### config.mk
export PLATFORM = sky130hd
export DESIGN_NAME = fsbc_plane_lane
export DESIGN_NICKNAME = d
export VERILOG_FILES = /design/src/rtl/fsbc_pkg.sv /design/src/rtl/fsbc_plane_lane.sv
export SDC_FILE = /design/constraint.sdc
export NUM_CORES = 2
export LEC_CHECK = 0
export BUFFER_PORTS_ARGS = -buffer_cell sky130_fd_sc_hd__buf_2
export CAP_MARGIN = 20
export CELL_PAD_IN_SITES_DETAIL_PLACEMENT = 0
export CELL_PAD_IN_SITES_GLOBAL_PLACEMENT = 1
export CORE_ASPECT_RATIO = 1.1
export CORE_MARGIN = 4
export CORE_UTILIZATION = 27
export DETAILED_ROUTE_END_ITERATION = 7
export HOLD_SLACK_MARGIN = 0.1
export PLACE_DENSITY_LB_ADDON = 0.1
export REMOVE_ABC_BUFFERS = 1
export SYNTH_ARGS = -nofsm -noshare
export SYNTH_HDL_FRONTEND = slang
export SYNTH_SLANG_ARGS = --single-unit
### constraint.sdc
create_clock -name clk -period 10.35 [get_ports clk]
set_input_delay 1.5525 -clock clk [delete_from_list [all_inputs] [get_ports clk]]
set_output_delay 1.5525 -clock clk [all_outputs]
set_load 0.005 [all_outputs]
### src/rtl/fsbc_pkg.sv
package fsbc_pkg;

	// Register file and default geometry
	localparam int NUM_PLANE_REGS  = 6;
	localparam int PLANE_COUNT_DEF = 6;
	localparam int COORD_BITS_DEF  = 16;
	localparam int Q_FRAC          = 14;
	localparam int PLANE_FIELD_W   = 16;
	localparam int CFG_DATA_W      = 64;
	localparam int CFG_ADDR_W      = 6;
	localparam int REG_IDX_LSB     = 3;

	// Bit positions of the fields inside one plane register
	localparam int PLANE_A_LSB = 0;
	localparam int PLANE_B_LSB = 16;
	localparam int PLANE_C_LSB = 32;
	localparam int PLANE_D_LSB = 48;

	typedef logic [CFG_DATA_W-1:0] plane_t;

	typedef enum logic {
		KIND_SPHERE = 1'b0,
		KIND_BOX    = 1'b1
	} kind_t;

	typedef enum logic [2:0] {
		REG_PLANE_LEFT   = 3'd0,
		REG_PLANE_RIGHT  = 3'd1,
		REG_PLANE_BOTTOM = 3'd2,
		REG_PLANE_TOP    = 3'd3,
		REG_PLANE_FAR    = 3'd4,
		REG_PLANE_NEAR   = 3'd5
	} reg_idx_t;

endpackage

### src/rtl/fsbc_plane_lane.sv
module fsbc_plane_lane #(
	parameter int COORD_BITS = fsbc_pkg::COORD_BITS_DEF,
	parameter int SUM_W      = 34
) (
	input  logic                         clk,
	input  logic                         load_s2,
	input  fsbc_pkg::plane_t             plane,
	input  logic                         is_box_s1,
	input  logic signed [COORD_BITS-1:0] center_x_s1,
	input  logic signed [COORD_BITS-1:0] center_y_s1,
	input  logic signed [COORD_BITS-1:0] center_z_s1,
	input  logic signed [COORD_BITS-1:0] min_x_s1,
	input  logic signed [COORD_BITS-1:0] min_y_s1,
	input  logic signed [COORD_BITS-1:0] min_z_s1,
	input  logic signed [COORD_BITS-1:0] max_x_s1,
	input  logic signed [COORD_BITS-1:0] max_y_s1,
	input  logic signed [COORD_BITS-1:0] max_z_s1,
	input  logic                         is_box_s2,
	input  logic signed [SUM_W-1:0]      bias_s2,
	output logic                         culled
);
	import fsbc_pkg::*;

	localparam int PROD_W = COORD_BITS + PLANE_FIELD_W;

	logic signed [PLANE_FIELD_W-1:0] coef_a, coef_b, coef_c, coef_d;
	logic signed [COORD_BITS-1:0]    pt_x, pt_y, pt_z;
	logic signed [PROD_W-1:0]        prod_x_s2, prod_y_s2, prod_z_s2;
	logic signed [SUM_W-1:0]         d_term;
	logic signed [SUM_W-1:0]         plane_dist;

	// Unpack the plane register
	assign coef_a = plane[PLANE_A_LSB +: PLANE_FIELD_W];
	assign coef_b = plane[PLANE_B_LSB +: PLANE_FIELD_W];
	assign coef_c = plane[PLANE_C_LSB +: PLANE_FIELD_W];
	assign coef_d = plane[PLANE_D_LSB +: PLANE_FIELD_W];

	// Pick the test point: sphere center, or the box vertex furthest along the normal
	always_comb begin
		if (is_box_s1) begin
			pt_x = (!coef_a[PLANE_FIELD_W-1] && (coef_a != '0)) ? max_x_s1 : min_x_s1;
			pt_y = (!coef_b[PLANE_FIELD_W-1] && (coef_b != '0)) ? max_y_s1 : min_y_s1;
			pt_z = (!coef_c[PLANE_FIELD_W-1] && (coef_c != '0)) ? max_z_s1 : min_z_s1;
		end else begin
			pt_x = center_x_s1;
			pt_y = center_y_s1;
			pt_z = center_z_s1;
		end
	end

	// Register the three normal products
	always_ff @(posedge clk) begin
		if (load_s2) begin
			prod_x_s2 <= PROD_W'(coef_a) * PROD_W'(pt_x);
			prod_y_s2 <= PROD_W'(coef_b) * PROD_W'(pt_y);
			prod_z_s2 <= PROD_W'(coef_c) * PROD_W'(pt_z);
		end
	end

	// Scaled signed distance plus the radius bias, then the cull compare
	assign d_term     = SUM_W'(coef_d) <<< Q_FRAC;
	assign plane_dist = SUM_W'(prod_x_s2) + SUM_W'(prod_y_s2) + SUM_W'(prod_z_s2) + d_term
		+ bias_s2;

	always_comb begin
		if (is_box_s2) begin
			culled = plane_dist[SUM_W-1];
		end else begin
			culled = plane_dist[SUM_W-1] || (plane_dist == '0);
		end
	end

endmodule

# == Yosys cells after proc, flatten, opt, wreduce, memory -nomap -nowiden ==
# Cells that the tools add are included.
# totals
reg_bits,96
inputBits,246
wordCells,28
# classes
add_sub_neg,4
multipliers,3
muxes,7
reduce_logical,11
# ops
cell,n
16-bit by 16-bit multiplier with 32-bit output,3
16-bit 2-to-1 mux,6
16-bit nonzero test,3
33-bit by 32-bit adder with 34-bit output,1
34-bit by 30-bit adder with 34-bit output,1
34-bit adder,1
34-bit logical NOT,1
32-bit by 32-bit adder with 33-bit output,1
1-bit logical AND,3
1-bit logical NOT,3
1-bit logical OR,1
1-bit 2-to-1 mux,1

# == Logic depth before layout (Yosys ltp) ==
# logic_depth
ltp_word,7
mapped_depth,29
ltp_nobuf,26

# == Least setup slack after synthesis ==
# No wires, ideal clock.
# synth_path
path_type,input to register
start,input plane[28]
end,register prod_y_s2[31] (data pin)
setup_time_ns,0.260
arrival_time_ns,8.482
t_required_ns,10.090
slack_ns,1.608
stages,28
path_buffers,2
cell_sequence,nor4_1 a41oi_2 buf_4 mux2i_1 a21oi_1 clkbuf_1 nand2_1 fa_1 inv_1 fa_1 inv_1 fa_1 inv_1 fa_1 fa_1 inv_1 fa_1 inv_1 ha_1 a21oi_1 o21ai_0 a2111oi_1 nor4_1 or3_1 and3_4 a2111oi_4 a21oi_2 xnor2_1
# synth_via
elab_chain_len,5
# synth_rtl
item,line_no,rtl
from (decl),fsbc_plane_lane.sv:7,"input fsbc_pkg::plane_t plane,"
16-bit nonzero test,fsbc_plane_lane.sv:42,pt_y = (!coef_b[PLANE_FIELD_W-1] && (coef_b != '0)) ? max_y_s1 : min_y_s1;
1-bit logical AND,fsbc_plane_lane.sv:42,
16-bit 2-to-1 mux,fsbc_plane_lane.sv:42,
16-bit 2-to-1 mux,fsbc_plane_lane.sv:40,if (is_box_s1) begin
16-bit by 16-bit multiplier with 32-bit output *,fsbc_plane_lane.sv:55,prod_y_s2 <= PROD_W'(coef_b) * PROD_W'(pt_y);
to (signal assigned),fsbc_plane_lane.sv:55,
to (decl),fsbc_plane_lane.sv:28,"logic signed [PROD_W-1:0] prod_x_s2, prod_y_s2, prod_z_s2;"
# Mark *: on every way between the ends. The rest lies on a longest branch, timed or not.
# A chain may end at the register's enable or synchronous reset.

# == Final worst setup path ==
# layout_path
start,input plane[25]
end,register prod_y_s2[31] (data pin)
# The elaborated chain is that of the path after synthesis.

==> results.py <==
metrics = {
    "status": {
        "status": "finished clean",
    },
    "clocking": {
        "cts_made_buffers": 9,
        "clk_pin_slew_ns": 0.07,
        "htreeDepth": 3,
        "root_buffer": "clkbuf_16",
        "cts_sinks": 96,
        "cts_tree": "built",
        "clock_path_buffers": 2,
        "postCtsHoldBufs": 0,
        "post_cts_buffers": 0,
        "ctsResizeCount": 0,
    },
    "timing": {
        "min_period_ns": 9.71,
        "finalCritPeriodShare_pct": 93.8,
        "tightest_slew_ns": 1.07,
        "timing.hold.ws_ns": 1.76,
        "final-max-slew-violation-count": 0,
        "fmax_mhz": 103,
        "setup_viol": 0,
        "finalHoldViolCount": 0,
        "setup_tns_ns": 0,
        "rsz0062_at_grt": "no",
        "max-slew-margin-rel_pct": 27.9,
    },
    "worst_setup_path": {
        "crit_arrival_ns": 9.83,
        "cp_common_cell": "fa_1",
        "critPathCaptureType": "flop",
        "worst-setup-path-type": "in -> reg",
        "cp_max_fo": 17,
        "slowest_delay_ns": 0.72,
        "cp_num_buf_inv": 5,
        "crit_family": "adder cells",
        "crit_start": "plane[25]",
        "cp-start-kind": "input port",
        "crit_slowest_cell": "a21oi_1",
        "critPathRequiredTime_ns": 10.47,
    },
    "synth": {
        "async_flop_share_pct": 0,
        "syn_inst": 3926,
        "yosys_warnings": 0,
        "ys.flop_type": "edfxtp_1",
        "ys_types": 81,
        "ys_seq_area_share_pct": 7.72,
        "synthesis.area_mm2": 0.0373,
        "synth_edf_count": 96,
        "ys_ff_latch": 96,
        "avgSynthCellArea_um2": 9.51,
    },
    "global_routing": {
        "grt.total_usage_pct": 16.3,
        "grt_pass1_wl_um": 181000,
        "antenna_found_initial": 4,
        "grt_pass1_vias": 29900,
        "grt_max_degree": 53,
        "grt-ovfl-total": 0,
    },
    "drt": {
        "drt-initial-drc-count": 1056,
        "wl_per_cell_um": 19.3,
        "drt_wl_total_um": 115000,
        "ant_nets": 0,
        "drc_errors": 0,
        "firstDrtPassIters": 5,
        "vias": 26400,
        "viasPerCell": 4.44,
    },
    "finish": {
        "fin_nets": 5545,
        "drive_gt1_share_pct": 9.34,
        "nFillCells": 14600,
        "ff_latch_area_mm2": 0.00288,
        "final_common_cell": "inv_1",
        "multi_input_area_mm2": 0.0306,
        "fin_util_pct": 30.1,
        "layout_common_cells": "inv_1 (893), fa_1 (871), nand2_1 (392)",
        "area_growth_pct": 10.4,
        "diodes": 0,
    },
    "hold_path": {
        "holdPathStages": 1,
        "min-delay-start": "load_s2",
        "hold_end": "prod_x_s2[31]",
        "hp-class": "in -> reg",
    },
    "flow_run": {
        "max_cap_violations": 0,
    },
    "die": {
        "dieWidth_um": 363,
        "core_mm2": 0.137,
        "rows": 142,
        "start_util_pct": 27.3,
        "dieArea_mm2": 0.144,
        "io_pins": 247,
        "die_h_um": 398,
    },
    "placed_design": {
        "hpwlAfterDp_um": 99600,
        "gp_congestion": 0.788,
        "io_buffers": 246,
    },
}
[per-layer routing]
layer / global-route usage, % / wire length [um]
met1: 22.6 / 53600
met2: 28.5 / 56700
met3: 0.937 / 2250
met4: 2.94 / 1980
met5: 0 / 0
[registers in the layout (all words and copies together) (netlist names)]
name,cells
prod_y_s2,32
prod_z_s2,32
prod_x_s2,32
[cell usage after synthesis (all sizes together), types with 11 or more instances]
cell,n,share of area (%)
a31oi,11,0.18
o211ai,11,0.23
nand3,28,0.38
mux2i,50,1.3
buf,11,0.16
nor4,16,0.27
ha,291,9.7
xnor2,94,2.2
inv,893,9.0
nor2,159,1.6
o21bai,16,0.33
and2,384,6.4
nor3,33,0.47
a21o,32,0.64
nand2b,14,0.23
or2,19,0.32
edfxtp,96,7.7
clkbuf,114,1.1
and3,16,0.28
o21a,17,0.34
o21ai,56,0.75
fa,871,47
nand2,392,3.9
xor2,17,0.40
nand4,11,0.18
a211oi,15,0.31
nor2b,11,0.18
a21oi,141,1.9
[worst max path at each step]
stage | depth (start not counted) | slack [ns] | end
finish | 26 | 0.64 | prod_y_s2[31]
global route | 26 | 0.41 | prod_z_s2[30]
CTS | 29 | 0.64 | prod_y_s2[31]
detailed placement | 29 | 0.26 | prod_y_s2[31]
global placement | 26 | 0.25 | prod_y_s2[31]
floorplan | 26 | 1.43 | prod_y_s2[31]
[metrics by stage]
stage	setup slack, ns	area [um^2]	std cells
2_1_floorplan	1.43	36900	3801
3_3_place_gp	0.250	40900	5926
3_5_place_dp	0.256	40900	5926
4_1_cts	0.635	41200	5942
5_1_grt	0.408	41200	5942
6_report	0.640	41200	5942
[logic make-up after synthesis]
logic type / after synthesis / share of synthesized area, %
AO/OA/AOI/OAI: 373 / 6.62
XOR/XNOR: 111 / 2.60
adder cells (fa/ha/maj): 1162 / 56.4
buffers and inverters: 1018 / 10.3
flip-flops: 96 / 7.72
multiplexers: 52 / 1.40
AND/OR/NAND/NOR: 1114 / 14.9
[cell type report]
class / count / area share (%)
Multi-Input combinational cell: 2812 / 74.3
Inverter: 893 / 8.13
Timing Repair Buffer: 325 / 4.44
Tap cell: 1800 / 5.46
Clock buffer: 9 / 0.546
Sequential cell: 96 / 6.99
Clock inverter: 7 / 0.170
Power is not shown: default switching activity piles up to over one toggle a cycle in this logic, so the estimate is an artifact.
