File: config.mk
export PLATFORM = sky130hd
export DESIGN_NAME = fsbc_cfg_regs
export DESIGN_NICKNAME = d
export VERILOG_FILES = /design/src/rtl/fsbc_pkg.sv /design/src/rtl/fsbc_cfg_regs.sv
export SDC_FILE = /design/constraint.sdc
export NUM_CORES = 1
export LEC_CHECK = 0
export BUFFER_PORTS_ARGS = -buffer_cell sky130_fd_sc_hd__buf_4
export CORE_MARGIN = 5
export CORE_UTILIZATION = 47
export DETAILED_ROUTE_END_ITERATION = 10
export PLACE_DENSITY_LB_ADDON = 0.2
export SETUP_SLACK_MARGIN = 0.1
export SYNTH_ARGS = -nofsm -noshare
export SYNTH_HDL_FRONTEND = slang
export SYNTH_SLANG_ARGS = --single-unit
File: constraint.sdc
create_clock -name clk -period 1.4 [get_ports clk]
set_input_delay 0.14 -clock clk [delete_from_list [all_inputs] [get_ports clk]]
set_output_delay 0.14 -clock clk [all_outputs]
set_load 0.02 [all_outputs]
File: src/rtl/fsbc_pkg.sv
package fsbc_pkg;

	// Register file and default geometry
	localparam int NUM_PLANE_REGS  = 6;
	localparam int PLANE_COUNT_DEF = 6;
	localparam int COORD_BITS_DEF  = 16;
	localparam int Q_FRAC          = 14;
	localparam int PLANE_FIELD_W   = 16;
	localparam int CFG_DATA_W      = 64;
	localparam int CFG_ADDR_W      = 6;
	localparam int REG_IDX_LSB     = 3;

	// Bit positions of the fields inside one plane register
	localparam int PLANE_A_LSB = 0;
	localparam int PLANE_B_LSB = 16;
	localparam int PLANE_C_LSB = 32;
	localparam int PLANE_D_LSB = 48;

	typedef logic [CFG_DATA_W-1:0] plane_t;

	typedef enum logic {
		KIND_SPHERE = 1'b0,
		KIND_BOX    = 1'b1
	} kind_t;

	typedef enum logic [2:0] {
		REG_PLANE_LEFT   = 3'd0,
		REG_PLANE_RIGHT  = 3'd1,
		REG_PLANE_BOTTOM = 3'd2,
		REG_PLANE_TOP    = 3'd3,
		REG_PLANE_FAR    = 3'd4,
		REG_PLANE_NEAR   = 3'd5
	} reg_idx_t;

endpackage

File: src/rtl/fsbc_cfg_regs.sv
module fsbc_cfg_regs (
	input  logic                                clk,
	input  logic                                arst_n,
	input  logic                                psel,
	input  logic                                penable,
	input  logic                                pwrite,
	input  logic [fsbc_pkg::CFG_ADDR_W-1:0]     paddr,
	input  logic [fsbc_pkg::CFG_DATA_W-1:0]     pwdata,
	output logic [fsbc_pkg::CFG_DATA_W-1:0]     prdata,
	output logic                                pready,
	output fsbc_pkg::plane_t                    planes [fsbc_pkg::NUM_PLANE_REGS]
);
	import fsbc_pkg::*;

	plane_t   planes_q [NUM_PLANE_REGS];
	reg_idx_t reg_idx;
	logic     wr_en;

	assign pready  = 1'b1;
	assign reg_idx = reg_idx_t'(paddr[REG_IDX_LSB +: 3]);
	assign wr_en   = psel && penable && pwrite && pready;
	assign planes  = planes_q;

	// Write the addressed plane; drop writes beyond the register list
	always_ff @(posedge clk or negedge arst_n) begin
		if (!arst_n) begin
			for (int i = 0; i < NUM_PLANE_REGS; i++) begin
				planes_q[i] <= '0;
			end
		end else if (wr_en) begin
			case (reg_idx)
				REG_PLANE_LEFT:   planes_q[REG_PLANE_LEFT]   <= pwdata;
				REG_PLANE_RIGHT:  planes_q[REG_PLANE_RIGHT]  <= pwdata;
				REG_PLANE_BOTTOM: planes_q[REG_PLANE_BOTTOM] <= pwdata;
				REG_PLANE_TOP:    planes_q[REG_PLANE_TOP]    <= pwdata;
				REG_PLANE_FAR:    planes_q[REG_PLANE_FAR]    <= pwdata;
				REG_PLANE_NEAR:   planes_q[REG_PLANE_NEAR]   <= pwdata;
				default: ;
			endcase
		end
	end

	// Read back the addressed plane
	always_comb begin
		case (reg_idx)
			REG_PLANE_LEFT:   prdata = planes_q[REG_PLANE_LEFT];
			REG_PLANE_RIGHT:  prdata = planes_q[REG_PLANE_RIGHT];
			REG_PLANE_BOTTOM: prdata = planes_q[REG_PLANE_BOTTOM];
			REG_PLANE_TOP:    prdata = planes_q[REG_PLANE_TOP];
			REG_PLANE_FAR:    prdata = planes_q[REG_PLANE_FAR];
			REG_PLANE_NEAR:   prdata = planes_q[REG_PLANE_NEAR];
			default:          prdata = '0;
		endcase
	end

endmodule
# Yosys cells after proc, flatten, opt, wreduce, memory -nomap -nowiden
# Index checks and enable logic that the tools add are counted.
# Widths: inputs -> output; s select.
[totals] regBits=384 output_inout_bits=449
[op_classes] n_eq_ne=5 muxes=1 n_reduce_logical=9
[ops] operator="$pmux 64 s6" n=1
[ops] operator="$reduce_and 2->1" n=6
[ops] operator="$eq 3x2->1 const B" n=2
[ops] operator="$eq 3x3->1 const B" n=2
[ops] operator="$eq 3x1->1 const B" n=1
[ops] operator="$logic_not 3->1" n=1
[ops] operator="$logic_and 1x1->1" n=2

# Longest topological paths before layout
# Gate-level depths: netlist (run 1).
[depth] ltp_word=3 mapped_depth=6 mapped_depth_nobuf=3

# Worst setup path before layout (run 1)
# OpenSTA, ideal clock, no wires.
[synth_timing] path_type="input to output" from="input port paddr[3] (netlist bit)" to="output port prdata[45] (netlist bit)" arrival_ns=1.515 required_time_ns=1.260 slack_ns=-0.255 stages=6 cell_sequence="buf_2 -> clkbuf_1 -> buf_2 -> mux2_2 -> nand2_1 -> o221ai_1"
[synth_between] elab_chain_len=2 word_cells_on_any_way=7
[synth_rtl] element="start, declared" line_no="fsbc_cfg_regs.sv:7" text="input logic [fsbc_pkg::CFG_ADDR_W-1:0] paddr,"
[synth_rtl] element="$eq 3x3->1 (tied with other cells)" line_no="fsbc_cfg_regs.sv:45" text="case (reg_idx)"
[synth_rtl] element="$pmux 64 s6 (*)" line_no="fsbc_cfg_regs.sv:45"
[synth_rtl] element="end, declared" line_no="fsbc_cfg_regs.sv:9" text="output logic [fsbc_pkg::CFG_DATA_W-1:0] prdata,"
# Every way passes the cells marked *; elsewhere a longest branch is shown, timed or not.

# Worst setup path after layout (run 1)
[layout_timing] from="register planes_q, in the netlist planes[225]" to="output port prdata[33] (netlist bit)"
[layout_between] elab_chain_len=1
[layout_rtl] element="start, declared" line_no="fsbc_cfg_regs.sv:15" text="plane_t planes_q [NUM_PLANE_REGS];"
[layout_rtl] element="start signal, assigned by index" line_no="fsbc_cfg_regs.sv:32" text="REG_PLANE_LEFT: planes_q[REG_PLANE_LEFT] <= pwdata;"
[layout_rtl] element="start signal, assigned by index" line_no="fsbc_cfg_regs.sv:33" text="REG_PLANE_RIGHT: planes_q[REG_PLANE_RIGHT] <= pwdata;"
[layout_rtl] element="start signal, assigned by index" line_no="fsbc_cfg_regs.sv:34" text="REG_PLANE_BOTTOM: planes_q[REG_PLANE_BOTTOM] <= pwdata;"
[layout_rtl] element="$pmux 64 s6" line_no="fsbc_cfg_regs.sv:45"
# Every way passes these cells.

==> qor.yml, run 1 <==
outcome:
  status: "complete, but fails checks"
  violations: "negative setup slack"
clock_tree:
  clock-root-buffer: "clkbuf_16"
  clock_path_buffers: 3
  htree_levels: 2
  clkSinkCount: 384
  clk_latency_ns: 0.51
  clk_pin_slew_worst_paths_ns: 0.06
  cts_made_buffers: 40
  cts_tree: "built"
route:
  totalWireLength_um: 66200
  drtIter0Drc: 620
  ant_nets: 0
  num_vias: 14470
  drc: 0
  via_per_inst: 5.66
  dr.pass1.iters: 4
  wl_per_cell_um: 25.9
logic_synthesis:
  yosysSeqAreaShare_pct: 55.3
  yosysWarnings: 0
  synth_cell_types: 27
  synthCells: 1219
  synth_seq_cells: 384
  syn_area_per_cell_um2: 14.2
  syn-num-nets: 1294
  syn_area_mm2: 0.0174
global_route:
  grt_pass1_vias: 15332
  antenna_found_initial: 1
  overflow: 0
  grt_pass1_wl_um: 96100
  track_usage_pct: 30.2
  grt_max_degree: 66
setup_path:
  worstSetupPathType: "reg -> out"
  crit_end: "prdata[33]"
  worst_path_max_delay_cell: "dfrtp_1"
  crit_arrival_ns: 1.67
  rr_worst_depth: 4
  end_kind: "output port"
  worstPathCellList: "mux2_4 -> a22oi_2 -> o22ai_2 -> buf_6"
  reg2reg_to: "planes[288]$_DFFE_PN0P_"
  r2r-start: "planes[288]$_DFFE_PN0P_"
  cpLargestDelayFamily: "flip-flops"
  worstPathRequired_ns: 1.26
  cp_max_fo: 2
  worst_setup_path_start_kind: "flip-flop"
  path_depth: 4
  crit_buf_inv: 1
  slowest_delay_ns: 0.40
  rrSetupSlack_ns: 0.27
  crit_start: "planes[225]$_DFFE_PN0P_"
floorplan:
  die_h_um: 202
  die_w_um: 202
  start_util_pct: 47.6
  rows: 70
  boundaryPins: 524
  core_mm2: 0.0365
  fp.dieArea_mm2: 0.0409
placed_design:
  post-place-ws_ns: -0.240
  dp_hpwl_um: 42500
  gp_congestion: 0.848
  port_buffers: 519
layout:
  largest_reg_flops: 384
  area_growth_pct: 63.8
  layout_commonest_cell: "buf_4"
  layout.nets: 2137
  nFillCells: 2085
  drive_above_1_share_pct: 69.8
  final_cell_mix: "buf_4, dfrtp_1, mux2_2, buf_6, mux2i_1"
power_and_ir_drop:
  power.leakage_nw: 13.8
  ir_worst_vdd_mv: 1.03
  p_per_area_mw_per_mm2: 1510
sta:
  setup_violations: 71
  finClkSkew_ns: 0
  hold_violations: 0
  slew_violations: 0
  fmax_mhz: 551
  finalCritPeriodShare_pct: 130
  hold_ws_ns: 0.0807
  worst_slack_ns: -0.415
  layout_min_cycle_time_ns: 1.81
  rsz0062_at_grt: "yes"
run:
  max_cap_viol_count: 0
min_path:
  hp-class: "in -> async"
-- report_power, final --
part	switching [mW]	total (mW)	internal, mW	leakage (nW)
Clock	4.34	10.8	6.42	0.657
Sequential	1.97	15.3	13.3	4.91
Combinational	8.01	17.0	8.95	8.19
Total	14.3	43.0	28.7	13.8
-- through the flow --
step                      setup TNS, ns  utilization, %  cells  instance area [um2]  total power [mW]
after floorplan                  -23.18               -   1219                17800              21.6
after global placement           -59.70            63.2   2229                23100              27.9
after detailed placement         -66.21            63.2   2229                23100              28.1
after CTS                        -18.34            74.9   2509                27400              41.6
after global routing             -22.73            77.9   2558                28500              44.6
final                            -18.88            77.9   2558                28500              43.0
-- cell usage after synthesis, drive strengths merged --
cell type  number  area (um2)
o221ai         38         333
inv             1        3.75
nor2           18        97.6
nand4           1        12.5
a22oi          14         105
mux2          450        5070
o21ai          12        60.1
nand4b          1        23.8
nor3            2        32.5
nand3          12        60.1
or2             1        6.26
a221o          12         120
nand2          38         143
dfrtp         384        9610
nor2b           1        6.26
nor3b          14         105
nand2b          2        12.5
o22ai          14        87.6
a21oi          14        70.1
clkbuf         19        71.3
conb            1        3.75
mux2i         100        1000
buf            70         338
-- layer usage --
layer	up-vias	part of all wire [%]	GRT usage [%]
met2	660	49	49.8
met1	7448	39	38.4
met5	-	0	0
li1	6199	-	-
met4	0	4.6	12.3
met3	163	7.3	7.46
-- final cells by class --
type	instances	area, um2	share of cell area [%]
clock inverter	13	145	0.510
inverter	1	3.75	0.0132
clock buffer	56	1180	4.16
timing repair buffer	890	8700	30.6
tap	468	586	2.06
antenna	1	2.50	0.00879
sequential	384	9610	33.8
multi-input combinational	745	8220	28.9
-- worst min path at each step --
stage	to	startpoint
3_5_place_dp	planes[223]$_DFFE_PN0P_	arst_n
4_1_cts	planes[291]$_DFFE_PN0P_	arst_n
6_report	planes[98]$_DFFE_PN0P_	arst_n
2_1_floorplan	planes[0]$_DFFE_PN0P_	arst_n
5_1_grt	planes[351]$_DFFE_PN0P_	arst_n
3_3_place_gp	planes[223]$_DFFE_PN0P_	arst_n
-- cells by family (layout without fill, tap and decap cells) --
kind of cell	after synthesis	count (layout)	share of synthesized area (%)
other cells	1	2	0.0216
simple gates	90	90	2.87
compound gates	104	104	4.47
buf+inv	90	960	2.38
flops	384	384	55.3
mux	550	550	34.9
-- repair_timing --
action / in CTS / in global routing
hold endpoints to repair: 680 / 0
buffers inserted: 148 / 103
resized for setup: 324 / 199
gates cloned: 0 / 1
hold buffers: 65 / 0
endpoints found under the setup margin: 71 / 219
pin swaps: 51 / 17
-- worst reg2reg max path: cells and delay by family (launching register included) --
family	cells	cell delay, ns
mux	1	0.25
buf+inv	3	0.38
flops	1	0.39
(Power assumes the default switching activity.)
==> run 2, diff against run 1 <==
--- a/config.mk
+++ b/config.mk
@@ -9,7 +9,7 @@
 export CORE_MARGIN = 5
 export CORE_UTILIZATION = 47
 export DETAILED_ROUTE_END_ITERATION = 10
-export PLACE_DENSITY_LB_ADDON = 0.2
+export PLACE_DENSITY = 0.75
 export SETUP_SLACK_MARGIN = 0.1
 export SYNTH_ARGS = -nofsm -noshare
 export SYNTH_HDL_FRONTEND = slang
==> run 2 against run 1 <==
The flow still finishes with violations (negative setup slack). Flip-flop and latch count unchanged. Non-clock buffer count fell by 18. Die area is the same. Maximum frequency down 0.53%. Sequential power about the same. Worst hold slack gained 0.014 ns. Routed wire length grew 1.3%. Critical endpoint is now prdata[18]. Cell count down 0.86%. Clock power down 6%. Cell area down 0.98%. Combinational power about the same.
==> qor.yml, run 2 (synthesis gave the netlist of run 1 again) <==
route:
  drc: 0
  wl_per_cell_um: 26.4
  dr.pass1.iters: 4
  num_vias: 14641
  via_per_inst: 5.77
  totalWireLength_um: 67100
  drtIter0Drc: 834
  ant_nets: 0
setup_path:
  worstPathRequired_ns: 1.26
  crit_arrival_ns: 1.68
  worst_setup_path_start_kind: "flip-flop"
  r2r-start: "planes[350]$_DFFE_PN0P_"
  slowest_delay_ns: 0.39
  worst_path_max_delay_cell: "dfrtp_1"
  crit_start: "planes[274]$_DFFE_PN0P_"
  worstSetupPathType: "reg -> out"
  cp_max_fo: 2
  end_kind: "output port"
  worstPathCellList: "mux2i_1 -> o21ai_1 -> a221o_1 -> buf_6"
placed_design:
  placedCellCount: 2229
  port_buffers: 519
  dp_hpwl_um: 43300
  gp_congestion: 0.837
  post-place-ws_ns: -0.449
power_and_ir_drop:
  p_int_mw: 28.1
  clkPwrFrac_pct: 24.0
  power_switching_mw: 14.3
  power.leakage_nw: 13.6
  p_per_area_mw_per_mm2: 1500
  ir_worst_vdd_mv: 1.20
  power_frac_seq_pct: 36.1
  p_sw_share_pct: 33.8
  p_comb_share_pct: 39.9
sta:
  finalCritPeriodShare_pct: 130
  hold_violations: 0
  layout_min_cycle_time_ns: 1.82
  rsz0062_at_grt: "yes"
  setup_violations: 68
  hold_ws_ns: 0.0951
  worst_slew_pin_slew_ns: 0.655
  worst_slack_ns: -0.425
  finClkSkew_ns: 0
  fmax_mhz: 548
  slew_violations: 0
  relSlewSlack_pct: 56.2
global_route:
  grt_pass1_vias: 15584
  grt_pass1_wl_um: 98000
  track_usage_pct: 30.8
  overflow: 0
  antenna_found_initial: 0
  grt_max_degree: 47
outcome:
  status: "complete, but fails checks"
  violations: "negative setup slack"
floorplan:
  boundaryPins: 524
  die_w_um: 202
  start_util_pct: 47.6
  die_h_um: 202
  rows: 70
  core_mm2: 0.0365
  fp.dieArea_mm2: 0.0409
layout:
  final_cell_count_no_fill: 2536
  drive_above_1_share_pct: 69.1
  final_cell_mix: "buf_4, dfrtp_1, mux2_2, buf_6, mux2i_1"
  diodes: 0
  largest_reg_flops: 384
  layout_commonest_cell: "buf_4"
  layout.nets: 2119
  nFillCells: 1987
  area_growth_pct: 62.2
clock_tree:
  cts_tree: "built"
  clkSinkCount: 384
  clk_pin_slew_worst_paths_ns: 0.06
  clock_path_buffers: 3
  htree_levels: 2
  clk_latency_ns: 0.53
  cts_made_buffers: 40
  clock-root-buffer: "clkbuf_16"
run:
  max_cap_viol_count: 0
min_path:
  hp-class: "in -> async"
## run 2: cell types whose count changed in the layout (fill, tap and decap cells not counted), sizes merged
| cell | delta |
|---|---|
| diode | -1 |
| clkinvlp | -1 |
| bufinv | -2 |
| buf | -18 |
| clkinv | -5 |
| clkbuf | +5 |
## run 2: worst max-delay path: cells and delay by family (launching register included)
family	cells	cell delay, ns
buffers and inverters	1	0.14
muxes	1	0.19
AOI/OAI and AO/OA	2	0.44
DFF	1	0.39
## run 2: layout make-up
cell class	instances	area [um2]	area share, %
clock buffer	61	1160	4.12
clock inverter	5	52.6	0.187
inverter	1	3.75	0.0133
multi-input combinational	745	8170	29.0
sequential	384	9620	34.1
tap	468	586	2.08
timing repair buffer	872	8580	30.5
## run 2: power groups by stage
stage	Combinational [mW]	Clock, mW	Sequential [mW]
floorplan	4.01	0	17.6
global placement	12.6	0	15.4
detailed placement	12.8	0	15.5
CTS	15.8	10.2	15.1
global route	17.6	10.7	15.5
finish	16.9	10.2	15.3
## run 2: through the flow
| stage | power (mW) | utilization (%) | area [um2] | TNS (ns) |
|---|---|---|---|---|
| final | 42.4 | 77.1 | 28200 | -20.43 |
| after global routing | 43.9 | 77.1 | 28200 | -24.05 |
| after CTS | 41.1 | 74.7 | 27300 | -19.46 |
| after detailed placement | 28.2 | 63.1 | 23100 | -98.18 |
| after global placement | 27.9 | 63.1 | 23100 | -96.82 |
| after floorplan | 21.6 | - | 17800 | -23.18 |
## run 2: worst paths after layout
path | end | slack, ns | depth (start not counted)
max reg2reg | planes[350]$_DFFE_PN0P_ | 0.27 | 4
min reg2reg | planes[36]$_DFFE_PN0P_ | 0.53 | 1
min | planes[94]$_DFFE_PN0P_ | 0.1 | 2
min in group clk | planes[333]$_DFFE_PN0P_ | 0.36 | 5
max | prdata[18] | -0.42 | 4
max in group asynchronous | planes[82]$_DFFE_PN0P_ | 0.53 | 3
## run 2: what timing repair did
action | 4_1_cts | 5_1_grt
pin swaps | 66 | 14
setup endpoints to repair | 93 | 251
endpoints found under the hold margin | 725 | 0
buffers inserted | 145 | 87
hold buffers | 65 | 0
resized for setup | 363 | 166
## run 2: layer usage
metal / track usage (%) / wire, um / vias to the layer above / share of wire [%]
li1: - / - / 6174 / -
met1: 38.4 / 26000 / 7557 / 39
met2: 50.4 / 32600 / 708 / 49
met3: 8.33 / 5270 / 202 / 7.9
met4: 14.3 / 3270 / 0 / 4.9
met5: 0 / 0 / - / 0
